[src/rtl/tkls_pkg.sv]
`timescale 1ns / 1ps
// ----------------------------------------------------------------------------
// tkls_pkg: shared types and constants for the top-K pose list
// Field widths, stream packing, control/status bundles and the mode codes.
// ----------------------------------------------------------------------------
package tkls_pkg;

  localparam int MAX_KEEP_DEF   = 16;
  localparam int SCORE_W        = 40;
  localparam int POS_W          = 24;
  localparam int ANG_W          = 9;
  localparam int MODE_W         = 2;
  localparam int KEEP_W         = 5;
  localparam int RES_W          = 16;
  localparam int SIZE_W         = 5;
  localparam int SUPPRESS_STEPS = 3;
  localparam int RAD_W          = RES_W + 2;
  localparam int DIFF_W         = POS_W + 1;
  localparam int MUL_W          = DIFF_W + 1;
  localparam int SQ_W           = 2 * POS_W;
  localparam int R2_W           = 2 * RAD_W;
  localparam int D2_W           = SQ_W + 2;
  localparam int IN_DATA_W      = 144;
  localparam int OUT_DATA_W     = 152;
  localparam logic [RES_W-1:0] RES_RESET = RES_W'(256);

  // configuration register indexes
  localparam logic CFG_KEEP = 1'b0;
  localparam logic CFG_RES  = 1'b1;

  typedef enum logic [MODE_W-1:0] {
    MODE_OFFER = 2'd0,
    MODE_READ  = 2'd1,
    MODE_CLEAR = 2'd2,
    MODE_NONE  = 2'd3
  } mode_t;

  typedef enum logic [1:0] {
    MS_R = 2'd0,
    MS_X = 2'd1,
    MS_Y = 2'd2,
    MS_Z = 2'd3
  } mul_sel_t;

  typedef struct packed {
    logic signed [SCORE_W-1:0] score;
    logic signed [POS_W-1:0]   x;
    logic signed [POS_W-1:0]   y;
    logic signed [POS_W-1:0]   z;
    logic [ANG_W-1:0]          ax;
    logic [ANG_W-1:0]          ay;
    logic [ANG_W-1:0]          az;
  } pose_t;

  // controller -> datapath
  typedef struct packed {
    logic     load_cand;
    logic     mul_en;
    mul_sel_t mul_sel;
    logic     idx_worst;
    logic     idx_clr;
    logic     idx_inc;
    logic     scan_init;
    logic     acc_load;
    logic     acc_add;
    logic     scan_cmp;
    logic     kill_one;
    logic     insert;
    logic     shrink;
    logic     held_clr;
    logic     emit_stat;
    logic     emit_entry;
  } cmd_t;

  // datapath -> controller
  typedef struct packed {
    logic k_zero;
    logic consider;
    logic held_zero;
    logic idx_last;
    logic reject;
    logic any_kill;
    logic held_over;
    logic out_free;
  } sts_t;

endpackage

[src/rtl/tkls_ctrl.sv]
`timescale 1ns / 1ps
// ----------------------------------------------------------------------------
// tkls_ctrl: sequencer for the top-K pose list
// Steps each item through worst check, neighbour scan, removal, insertion,
// trimming and result output; also reads out or clears the list.
// ----------------------------------------------------------------------------
module tkls_ctrl (
  input  logic                 clk,
  input  logic                 rst,
  input  logic                 in_valid,
  input  tkls_pkg::mode_t      in_mode,
  output logic                 in_ready,
  input  tkls_pkg::sts_t       sts,
  output tkls_pkg::cmd_t       cmd
);

  typedef enum logic [13:0] {
    S_IDLE  = 14'b00000000000001,
    S_PREP  = 14'b00000000000010,
    S_CHK   = 14'b00000000000100,
    S_SX    = 14'b00000000001000,
    S_SY    = 14'b00000000010000,
    S_SZ    = 14'b00000000100000,
    S_SCMP  = 14'b00000001000000,
    S_KILL  = 14'b00000010000000,
    S_INS   = 14'b00000100000000,
    S_FIN   = 14'b00001000000000,
    S_CLR   = 14'b00010000000000,
    S_READ  = 14'b00100000000000,
    S_RDOUT = 14'b01000000000000,
    S_EMIT  = 14'b10000000000000
  } state_t;

  state_t state, state_next;

  assign in_ready = (state == S_IDLE);

  // state register
  always_ff @(posedge clk) begin
    if (rst) begin
      state <= S_IDLE;
    end else begin
      state <= state_next;
    end
  end

  // next state and commands
  always_comb begin
    state_next  = state;
    cmd         = '0;
    cmd.mul_sel = tkls_pkg::MS_R;
    case (state)
      S_IDLE: begin
        if (in_valid) begin
          cmd.load_cand = 1'b1;
          case (in_mode)
            tkls_pkg::MODE_OFFER: state_next = sts.k_zero ? S_EMIT : S_PREP;
            tkls_pkg::MODE_READ:  state_next = S_READ;
            tkls_pkg::MODE_CLEAR: state_next = S_CLR;
            default:              state_next = S_EMIT;
          endcase
        end
      end
      S_PREP: begin
        // square the suppression radius, point at the worst entry
        cmd.mul_en    = 1'b1;
        cmd.mul_sel   = tkls_pkg::MS_R;
        cmd.idx_worst = 1'b1;
        state_next    = S_CHK;
      end
      S_CHK: begin
        cmd.scan_init = 1'b1;
        cmd.idx_clr   = 1'b1;
        if (!sts.consider) begin
          state_next = S_FIN;
        end else if (sts.held_zero) begin
          state_next = S_INS;
        end else begin
          state_next = S_SX;
        end
      end
      S_SX: begin
        cmd.mul_en  = 1'b1;
        cmd.mul_sel = tkls_pkg::MS_X;
        state_next  = S_SY;
      end
      S_SY: begin
        cmd.mul_en   = 1'b1;
        cmd.mul_sel  = tkls_pkg::MS_Y;
        cmd.acc_load = 1'b1;
        state_next   = S_SZ;
      end
      S_SZ: begin
        cmd.mul_en  = 1'b1;
        cmd.mul_sel = tkls_pkg::MS_Z;
        cmd.acc_add = 1'b1;
        state_next  = S_SCMP;
      end
      S_SCMP: begin
        if (sts.reject) begin
          state_next = S_FIN;
        end else begin
          cmd.scan_cmp = 1'b1;
          if (sts.idx_last) begin
            state_next = S_KILL;
          end else begin
            cmd.idx_inc = 1'b1;
            state_next  = S_SX;
          end
        end
      end
      S_KILL: begin
        if (sts.any_kill) begin
          cmd.kill_one = 1'b1;
        end else begin
          state_next = S_INS;
        end
      end
      S_INS: begin
        cmd.insert = 1'b1;
        state_next = S_FIN;
      end
      S_FIN: begin
        cmd.shrink = sts.held_over;
        state_next = S_EMIT;
      end
      S_CLR: begin
        cmd.held_clr = 1'b1;
        state_next   = S_EMIT;
      end
      S_READ: begin
        cmd.idx_clr = 1'b1;
        state_next  = sts.held_zero ? S_EMIT : S_RDOUT;
      end
      S_RDOUT: begin
        if (sts.out_free) begin
          cmd.emit_entry = 1'b1;
          if (sts.idx_last) begin
            state_next = S_IDLE;
          end else begin
            cmd.idx_inc = 1'b1;
          end
        end
      end
      S_EMIT: begin
        if (sts.out_free) begin
          cmd.emit_stat = 1'b1;
          state_next    = S_IDLE;
        end
      end
      default: state_next = S_IDLE;
    endcase
  end

endmodule

[config.mk]
export PLATFORM = sky130hd
export DESIGN_NAME = tkls_ctrl
export DESIGN_NICKNAME = d
export VERILOG_FILES = /design/src/rtl/tkls_pkg.sv /design/src/rtl/tkls_ctrl.sv
export SDC_FILE = /design/constraint.sdc
export NUM_CORES = 1
export LEC_CHECK = 0
export BUFFER_PORTS_ARGS = -buffer_cell sky130_fd_sc_hd__buf_4
export CORE_AREA = 2 2 49 51
export DETAILED_ROUTE_END_ITERATION = 8
export DIE_AREA = 0 0 51 53
export PLACE_DENSITY = 0.7
export SLEW_MARGIN = 30
export SYNTH_ARGS = -nofsm -noshare
export SYNTH_HDL_FRONTEND = slang
export SYNTH_SLANG_ARGS = --single-unit
[constraint.sdc]
create_clock -name clk -period 4.7 [get_ports clk]
set_input_delay 0.47 -clock clk [delete_from_list [all_inputs] [get_ports clk]]
set_output_delay 0.47 -clock clk [all_outputs]
set_load 0.05 [all_outputs]
==> results.json, run 1 <==
{
  "status": "finished clean",
  "syn_avg_cell_area_um2": 7.608,
  "crit_type": "reg -> out",
  "antenna_found_initial": 0,
  "powerDensity_nw_per_um2": 248.8,
  "p_switching_mw": 0.1093,
  "worst_pin_slew_ns": 0.5429,
  "finClkSkew_ns": 0.001575,
  "drv_slew": 0,
  "ys_seq_elements": 14,
  "place_congestion": 0.8778,
  "ant_nets": 0,
  "synth_nets": 137,
  "grt-ovfl-total": 0,
  "cts_resized": 0,
  "final_nets": 169,
  "drive_gt1_share_pct": 26.62,
  "grt_pass1_vias": 915,
  "die_x_um": 51,
  "synth_xor_area_share_pct": 2.785,
  "initial_utilization_pct": 43.91,
  "rows": 17,
  "finalCritPeriodShare_pct": 56.41,
  "relSlewSlack_pct": 63.51,
  "viasPerCell": 5.445,
  "hold_violations": 0,
  "ir_drop_uv": 170.1,
  "power_mw": 0.3001,
  "cts.sinks": 14,
  "fin_util_pct": 56.14,
  "clk_latency_ns": 0.28,
  "cap_violations": 0,
  "startpoint_type": "flip-flop",
  "clkTransAtPathRegs_ns": 0.08,
  "fin_tns_setup_ns": 0,
  "h-tree-depth": 1,
  "largest_reg_flops": 14,
  "cts-root-buf": "clkbuf_4",
  "multi_input_area_um2": 601.8,
  "synth_edf_count": 0,
  "portBuffers": 30,
  "num_antenna_cells": 0,
  "setup_viol": 0,
  "worst-path-max-fanout": 6,
  "grt_util_all_layers_pct": 19.68,
  "period_minus_slack_ns": 2.651,
  "layoutNonFillerInstCount": 182,
  "top_register": "state",
  "synth_compound_area_share_pct": 14.46,
  "synth_top_family_by_area": "simple AND/OR/NAND/NOR gates",
  "reg_top3": "state (14)",
  "synth_ff_type": "dfxtp_1",
  "die_area_um2": 2703,
  "grt_start_max_net_pins": 9,
  "yosysWarnings": 0,
  "required_ns": 4.23,
  "drc": 0,
  "n_fill_cell": 212,
  "wire_per_inst_um": 13.60,
  "seq_power_share_pct": 43.3,
  "rsz0062_at_grt": "false",
  "clock_power_share_pct": 22.7,
  "fp.coreArea_um2": 2148,
  "cts_hold_buf": 0,
  "cts_buffer_depth": 2,
  "drt-pass1-iter-count": 4,
  "switching_share_pct": 36.43,
  "postCtsSetupBuffers": 0,
  "internal_power_mw": 0.1908,
  "area_delta_synth_final_pct": 27.85,
  "synth-simple-area-share_pct": 44.43,
  "arrival_ns": 2.18,
  "regArea_um2": 280.3,
  "syn_area_um2": 943.4,
  "ios": 31,
  "drtIter0Drc": 19,
  "synth_adder_area_share_pct": 0,
  "fmax_ghz": 0.3772,
  "cts_made_buffers": 3,
  "hp-class": "in -> reg",
  "pwr-share-comb_pct": 34.0,
  "crit_path_end_kind": "output pin",
  "die_h_um": 53,
  "power.leakage_nw": 0.5468,
  "wl_um": 2476,
  "yosysSeqAreaShare_pct": 29.71,
  "synthCells": 124,
  "synthArstFlopShare_pct": 0,
  "num_vias": 991,
  "dp_cells": 179,
  "dpl.hpwl_um": 1926,
  "muxShareOfSynthArea_pct": 2.122,
  "cts_tree": "built",
  "grt_pass1_wl_um": 3967,
  "hold_slack_ns": 0.3542,
  "ys_types": 44
}
[worst max-delay path: stages (launching register included)]
cell	delay, ns
dfxtp_1	0.39
nor4_4	0.39
and4b_1	0.34
and4b_1	0.24
and2b_1	0.20
nor2_1	0.06
nor2_1	0.09
buf_4	0.20
[path summary, 6_finish.rpt]
| check | depth (start not counted) | startpoint | end | slack (ns) |
|---|---|---|---|---|
| worst min-delay path | 2 | sts[7] | state[1] | 0.35 |
| worst min register to register | 2 | state[3] | state[4] | 0.56 |
| worst max register to register | 6 | state[13] | state[0] | 2.76 |
| worst max-delay path | 7 | state[0] | cmd[10] | 2.05 |
[power groups by stage]
stage          registers, mW  clock network [mW]  logic, mW
6_report               0.130              0.0682      0.102
5_1_grt                0.131              0.0746      0.111
4_1_cts                0.130              0.0700      0.102
3_5_place_dp           0.132                   0      0.101
3_3_place_gp           0.132                   0      0.100
2_1_floorplan          0.131                   0     0.0716
[area by class of cell]
| class | instances | area share [%] |
|---|---|---|
| clock buffers | 3 | 1.867 |
| inverters | 11 | 3.423 |
| multi-input cells | 96 | 49.90 |
| flip-flops and latches | 14 | 23.24 |
| well taps | 28 | 2.905 |
| repair buffers | 30 | 18.67 |
[routing by layer]
metal  track usage [%]  vias up  wire, um
li1                  -      510         -
met3             5.932        2       140
met2             33.33       27      1226
met4             4.955        0         4
met1             24.23      452      1105
met5                 0        -         0
[cell usage in the layout (no fill, tap or decap), types with 3 or more instances in the layout]
master     n
clkbuf_4   3
dfxtp_1   14
nand2_1   11
a21oi_1    5
nor4b_1    3
o21ai_0    3
nand3_1    6
inv_1     10
nor2_1    20
buf_4     30
nor3_1     6
[through the flow]
step           worst slack, ns  instance area, um2
6_report                 2.049                1206
5_1_grt                  1.948                1206
4_1_cts                  2.048                1206
3_5_place_dp             2.374                1184
3_3_place_gp             2.435                1184
2_1_floorplan            1.287               943.4
[cell families after synthesis]
| logic type | count (synthesis) |
|---|---|
| mux | 2 |
| xor+xnor | 3 |
| buf+inv | 14 |
| compound gates | 19 |
| simple gates | 72 |
| flops | 14 |
[cells in the mapped netlist, drive strengths merged, types with 3 or more instances]
| library cell | n | area, um2 |
|---|---|---|
| a21oi | 5 | 25.02 |
| dfxtp | 14 | 280.3 |
| inv | 11 | 41.29 |
| nand2 | 12 | 47.55 |
| nand3 | 6 | 30.03 |
| nor2 | 20 | 75.07 |
| nor3 | 7 | 40.04 |
| nor4 | 5 | 58.80 |
| nor4b | 3 | 26.28 |
| o21ai | 4 | 20.01 |
(Power assumes the default switching activity.)
==> run 2: changes to the inputs <==
--- a/config.mk
+++ b/config.mk
@@ -6,10 +6,10 @@
 export NUM_CORES = 1
 export LEC_CHECK = 0
 export BUFFER_PORTS_ARGS = -buffer_cell sky130_fd_sc_hd__buf_4
-export CORE_AREA = 2 2 49 51
+export CORE_AREA = 2 2 50 52
 export DETAILED_ROUTE_END_ITERATION = 8
-export DIE_AREA = 0 0 51 53
-export PLACE_DENSITY = 0.7
+export DIE_AREA = 0 0 52 54
+export PLACE_DENSITY = 0.71
 export SLEW_MARGIN = 30
 export SYNTH_ARGS = -nofsm -noshare
 export SYNTH_HDL_FRONTEND = slang
==> constraint.sdc (replaced) <==
create_clock -name clk -period 2.2 [get_ports clk]
set_input_delay 0.22 -clock clk [delete_from_list [all_inputs] [get_ports clk]]
set_output_delay 0.22 -clock clk [all_outputs]
set_load 0.05 [all_outputs]
==> results.json, run 2 (synthesized netlist as in run 1, its figures left out) <==
{
  "status": "finished clean",
  "ir_drop_uv": 281.7,
  "layoutNonFillerInstCount": 199,
  "required_ns": 1.98,
  "grt_util_all_layers_pct": 20.13,
  "arrival_ns": 1.93,
  "worst_pin_slew_ns": 0.3305,
  "ios": 31,
  "relSlewSlack_pct": 77.80,
  "r2r_start": "state[5]",
  "clkTransAtPathRegs_ns": 0.09,
  "p_switching_mw": 0.2728,
  "regArea_um2": 301.5,
  "power_mw": 0.7496,
  "whs_path_depth": 2,
  "seq_power_share_pct": 36.6,
  "reg_top3": "state (14)",
  "power.leakage_nw": 0.6622,
  "clock_power_share_pct": 25.3,
  "grt_pass1_wl_um": 4257,
  "reg2reg_depth": 6,
  "fin_util_pct": 64.51,
  "initial_utilization_pct": 40.67,
  "drv_slew": 0,
  "die_area_um2": 2808,
  "fmax_ghz": 0.4649,
  "drtIter0Drc": 31,
  "drc": 0,
  "multi_input_area_um2": 738.2,
  "num_vias": 1083,
  "cts_buffer_depth": 2,
  "crit_type": "reg -> out",
  "top_register": "state",
  "drive_gt1_share_pct": 49.70,
  "startpoint_type": "flip-flop",
  "cts_hold_buf": 0,
  "rrSetupSlack_ns": 0.33,
  "finalCritPeriodShare_pct": 97.78,
  "cap_violations": 0,
  "num_antenna_cells": 0,
  "rsz0062_at_grt": "true",
  "fin_ws_ns": 0.04892,
  "cts-root-buf": "clkbuf_4",
  "cts.sinks": 14,
  "h-tree-depth": 1,
  "clk_latency_ns": 0.28,
  "fp.coreArea_um2": 2320,
  "dp_cells": 183,
  "wl_um": 2871,
  "viasPerCell": 5.442,
  "period_minus_slack_ns": 2.151,
  "pre_cts_ws_ns": 0.1385,
  "n_fill_cell": 187,
  "pwr-share-comb_pct": 38.1,
  "largest_reg_flops": 14,
  "final_nets": 183,
  "hold_violations": 0,
  "cts_made_buffers": 3,
  "grt-ovfl-total": 0,
  "die_h_um": 54,
  "final_common_cell": "buf_4",
  "ant_nets": 0,
  "cts_tree": "built",
  "setup_viol": 0,
  "worst-path-max-fanout": 3,
  "powerDensity_nw_per_um2": 500.9,
  "grt_start_max_net_pins": 9,
  "final_cell_mix": "buf_4 (41), nor2_1 (16), inv_1 (10)",
  "crit_path_end_kind": "output pin",
  "dpl.hpwl_um": 2007,
  "place_congestion": 0.7977,
  "drt-pass1-iter-count": 4,
  "rows": 18,
  "internal_power_mw": 0.4768,
  "antenna_found_initial": 0,
  "rr_endpoint": "state[3]",
  "portBuffers": 30,
  "hold_start": "sts[7]",
  "hold_end": "state[1]",
  "finClkSkew_ns": 0.006090,
  "hp-class": "in -> reg",
  "die_x_um": 52,
  "wire_per_inst_um": 14.43,
  "area_delta_synth_final_pct": 58.62,
  "grt_pass1_vias": 936,
  "switching_share_pct": 36.39
}
[run 2: cell types whose count changed in the layout (fill, tap and decap cells not counted), sizes merged]
cell    before  now
clkbuf       3    4
buf         30   44
[run 2: routing by layer]
metal  share of wire, %  vias to the layer above  track usage, %
li1                   -                      534               -
met1                 45                      511           27.61
met2                 51                       34           33.33
met3                3.4                        4           1.667
met4               0.91                        0           6.579
met5                  0                        -               0
[run 2: timing repair]
action	4_1_cts	5_1_grt
gates resized for setup	4	28
endpoints found under the setup margin	4	9
pin swaps	2	10
setup buffers	2	10
[run 2: worst max path at each step]
stage                   from  endpoint  slack (ns)  cells after the start
floorplan           state[0]   cmd[10]       -0.23                      6
global placement    state[0]   cmd[10]        0.20                      7
detailed placement  state[0]   cmd[10]        0.14                      7
CTS                 state[5]   cmd[10]       -0.01                      7
finish              state[9]   cmd[13]        0.05                      6
global route        state[4]   cmd[10]       -0.04                      7
[run 2: cell type report]
cell class,count,share of cell area [%]
multi-input cells,96,49.33
well taps,30,2.508
clock buffers,4,2.425
flip-flops and latches,14,20.15
repair buffers,44,22.83
inverters,11,2.759
[run 2: worst max-delay path, stage by stage, from the launching register on]
cell      delay, ns
dfxtp_4        0.35
or3_4          0.39
nand3b_1       0.23
nor2_2         0.18
nand2_2        0.11
nor3_4         0.21
buf_6          0.18
[run 2: power by group through the flow]
stage               Combinational [mW]  Sequential, mW  Clock, mW
floorplan                        0.162           0.283          0
global placement                 0.234           0.281          0
detailed placement               0.236           0.281          0
CTS                              0.252           0.275      0.194
global route                     0.304           0.276      0.207
finish                           0.285           0.274      0.190
[run 2: metrics by stage]
step	instance area (um2)	TNS (ns)	hold slack, ns
6_report	1496	0	0.09756
5_1_grt	1496	-0.07108	0.08878
4_1_cts	1336	-0.01247	0.1091
3_5_place_dp	1274	0	0.4080
3_3_place_gp	1274	0	0.4125
2_1_floorplan	1016	-0.3480	0.2919
==> run 3: changes to the inputs <==
--- a/config.mk
+++ b/config.mk
@@ -6,10 +6,11 @@
 export NUM_CORES = 1
 export LEC_CHECK = 0
 export BUFFER_PORTS_ARGS = -buffer_cell sky130_fd_sc_hd__buf_4
-export CORE_AREA = 2 2 50 52
+export CORE_AREA = 2 2 49 51
 export DETAILED_ROUTE_END_ITERATION = 8
-export DIE_AREA = 0 0 52 54
-export PLACE_DENSITY = 0.71
+export DIE_AREA = 0 0 51 53
+export PLACE_DENSITY = 0.7
+export REMOVE_ABC_BUFFERS = 1
 export SLEW_MARGIN = 30
 export SYNTH_ARGS = -nofsm -noshare
 export SYNTH_HDL_FRONTEND = slang
==> constraint.sdc (replaced) <==
create_clock -name clk -period 2.7 [get_ports clk]
set_input_delay 0.27 -clock clk [delete_from_list [all_inputs] [get_ports clk]]
set_output_delay 0.27 -clock clk [all_outputs]
set_load 0.05 [all_outputs]
==> results.json, run 3 (synthesized netlist as in run 1, its figures left out) <==
{
  "die_x_um": 51,
  "cts.sinks": 14,
  "cts-root-buf": "clkbuf_4",
  "final_nets": 169,
  "cts_made_buffers": 3,
  "drive_gt1_share_pct": 26.62,
  "hp-class": "in -> reg",
  "status": "finished clean",
  "place_congestion": 0.8675,
  "rsz0062_at_grt": "false",
  "viasPerCell": 5.544,
  "placed_area_um2": 1184,
  "crit_path_max_incr_delay_ns": 0.44,
  "worst_pin_slew_ns": 0.4622,
  "cts_tree": "built",
  "grt-ovfl-total": 0,
  "cts_buffer_depth": 2,
  "setup_viol": 0,
  "ir_drop_uv": 255.0,
  "crit_chain": "or3_1 -> nand3b_1 -> nor2_1 -> nand2_1 -> o21ai_0 -> buf_4",
  "stdcell_area_um2": 1206,
  "startpoint_type": "flip-flop",
  "grt_pass1_wl_um": 3815,
  "finalCritPeriodShare_pct": 90.23,
  "fin_tns_setup_ns": 0,
  "grt_util_all_layers_pct": 19.12,
  "multi_input_area_um2": 601.8,
  "power_mw": 0.5200,
  "ant_nets": 0,
  "pre_cts_ws_ns": 0.5865,
  "cap_violations": 0,
  "portBuffers": 30,
  "final_common_cell": "buf_4",
  "drt-pass1-iter-count": 4,
  "area_delta_synth_final_pct": 27.85,
  "wire_per_inst_um": 13.04,
  "wl_um": 2374,
  "reg_top3": "state (14)",
  "num_antenna_cells": 0,
  "hold_violations": 0,
  "regArea_um2": 280.3,
  "fin_ws_ns": 0.2637,
  "powerDensity_nw_per_um2": 431.1,
  "num_vias": 1009,
  "required_ns": 2.43,
  "drc": 0,
  "dp_cells": 179,
  "arrival_ns": 2.17,
  "die_h_um": 53,
  "n_fill_cell": 207,
  "period_minus_slack_ns": 2.436,
  "h-tree-depth": 1,
  "ios": 31,
  "rows": 17,
  "largest_reg_flops": 14,
  "rrSetupSlack_ns": 0.80,
  "fin_util_pct": 56.14,
  "fmax_ghz": 0.4105,
  "crit_slowest_cell": "or3_1",
  "finClkSkew_ns": 0.001945,
  "crit_path_end_kind": "output pin",
  "layoutNonFillerInstCount": 182,
  "drtIter0Drc": 18,
  "postCtsSetupBuffers": 0,
  "fp.coreArea_um2": 2148,
  "drv_slew": 0,
  "grt_pass1_vias": 838,
  "die_area_um2": 2703,
  "worst-path-max-fanout": 7,
  "cts_hold_buf": 0,
  "grt_start_max_net_pins": 9,
  "cts_resized": 0,
  "hold_slack_ns": 0.1486,
  "top_register": "state",
  "initial_utilization_pct": 43.91,
  "antenna_found_initial": 0,
  "clk_latency_ns": 0.28,
  "dpl.hpwl_um": 1882,
  "relSlewSlack_pct": 68.93,
  "power.leakage_nw": 0.5468,
  "clkTransAtPathRegs_ns": 0.08,
  "crit_type": "reg -> out",
  "final_cell_mix": "buf_4 (30), nor2_1 (20), dfxtp_1 (14)"
}
-- run 3: cell types whose count changed in the layout (fill, tap and decap cells not counted), moves of 3 or more --
| cell | previous run | this run |
|---|---|---|
| buf_4 | 41 | 30 |
| buf_6 | 3 | 0 |
| dfxtp_1 | 5 | 14 |
| dfxtp_2 | 5 | 0 |
| dfxtp_4 | 4 | 0 |
| nor2_1 | 16 | 20 |
| nor2_2 | 3 | 0 |
| nor3_4 | 3 | 0 |
| nor4_4 | 4 | 1 |
-- run 3: worst paths after layout --
path / from / to / cells past startpoint
min: sts[7] / state[1] / 2
max: state[8] / cmd[15] / 6
min reg2reg: state[3] / state[4] / 2
max reg2reg: state[8] / state[9] / 7
-- run 3: critical path: cells and delay by family (launching register included) --
kind                   cells  cell delay, ns
AND/OR/NAND/NOR            4            0.94
flip-flops                 1            0.37
AO/OA/AOI/OAI              1            0.31
buffers and inverters      1            0.27
-- run 3: report_power, final --
group	leakage (nW)	internal, mW	switching [mW]	total (mW)
registers	0.113	0.213	0.0126	0.226
logic	0.420	0.0674	0.108	0.176
clock network	0.0138	0.0517	0.0669	0.119
total	0.547	0.332	0.188	0.520
-- run 3: final cells by class --
class	instances	area share (%)
inverters	11	3.423
clock buffers	3	1.867
multi-input cells	96	49.90
well taps	28	2.905
flip-flops and latches	14	23.24
repair buffers	30	18.67
-- run 3: metal layers --
layer | global-route usage [%] | up-vias | wire length, um
li1 | - | 506 | -
met1 | 24.70 | 463 | 1073
met2 | 30.52 | 36 | 1123
met3 | 4.802 | 4 | 142
met4 | 7.207 | 0 | 34
met5 | 0 | - | 0
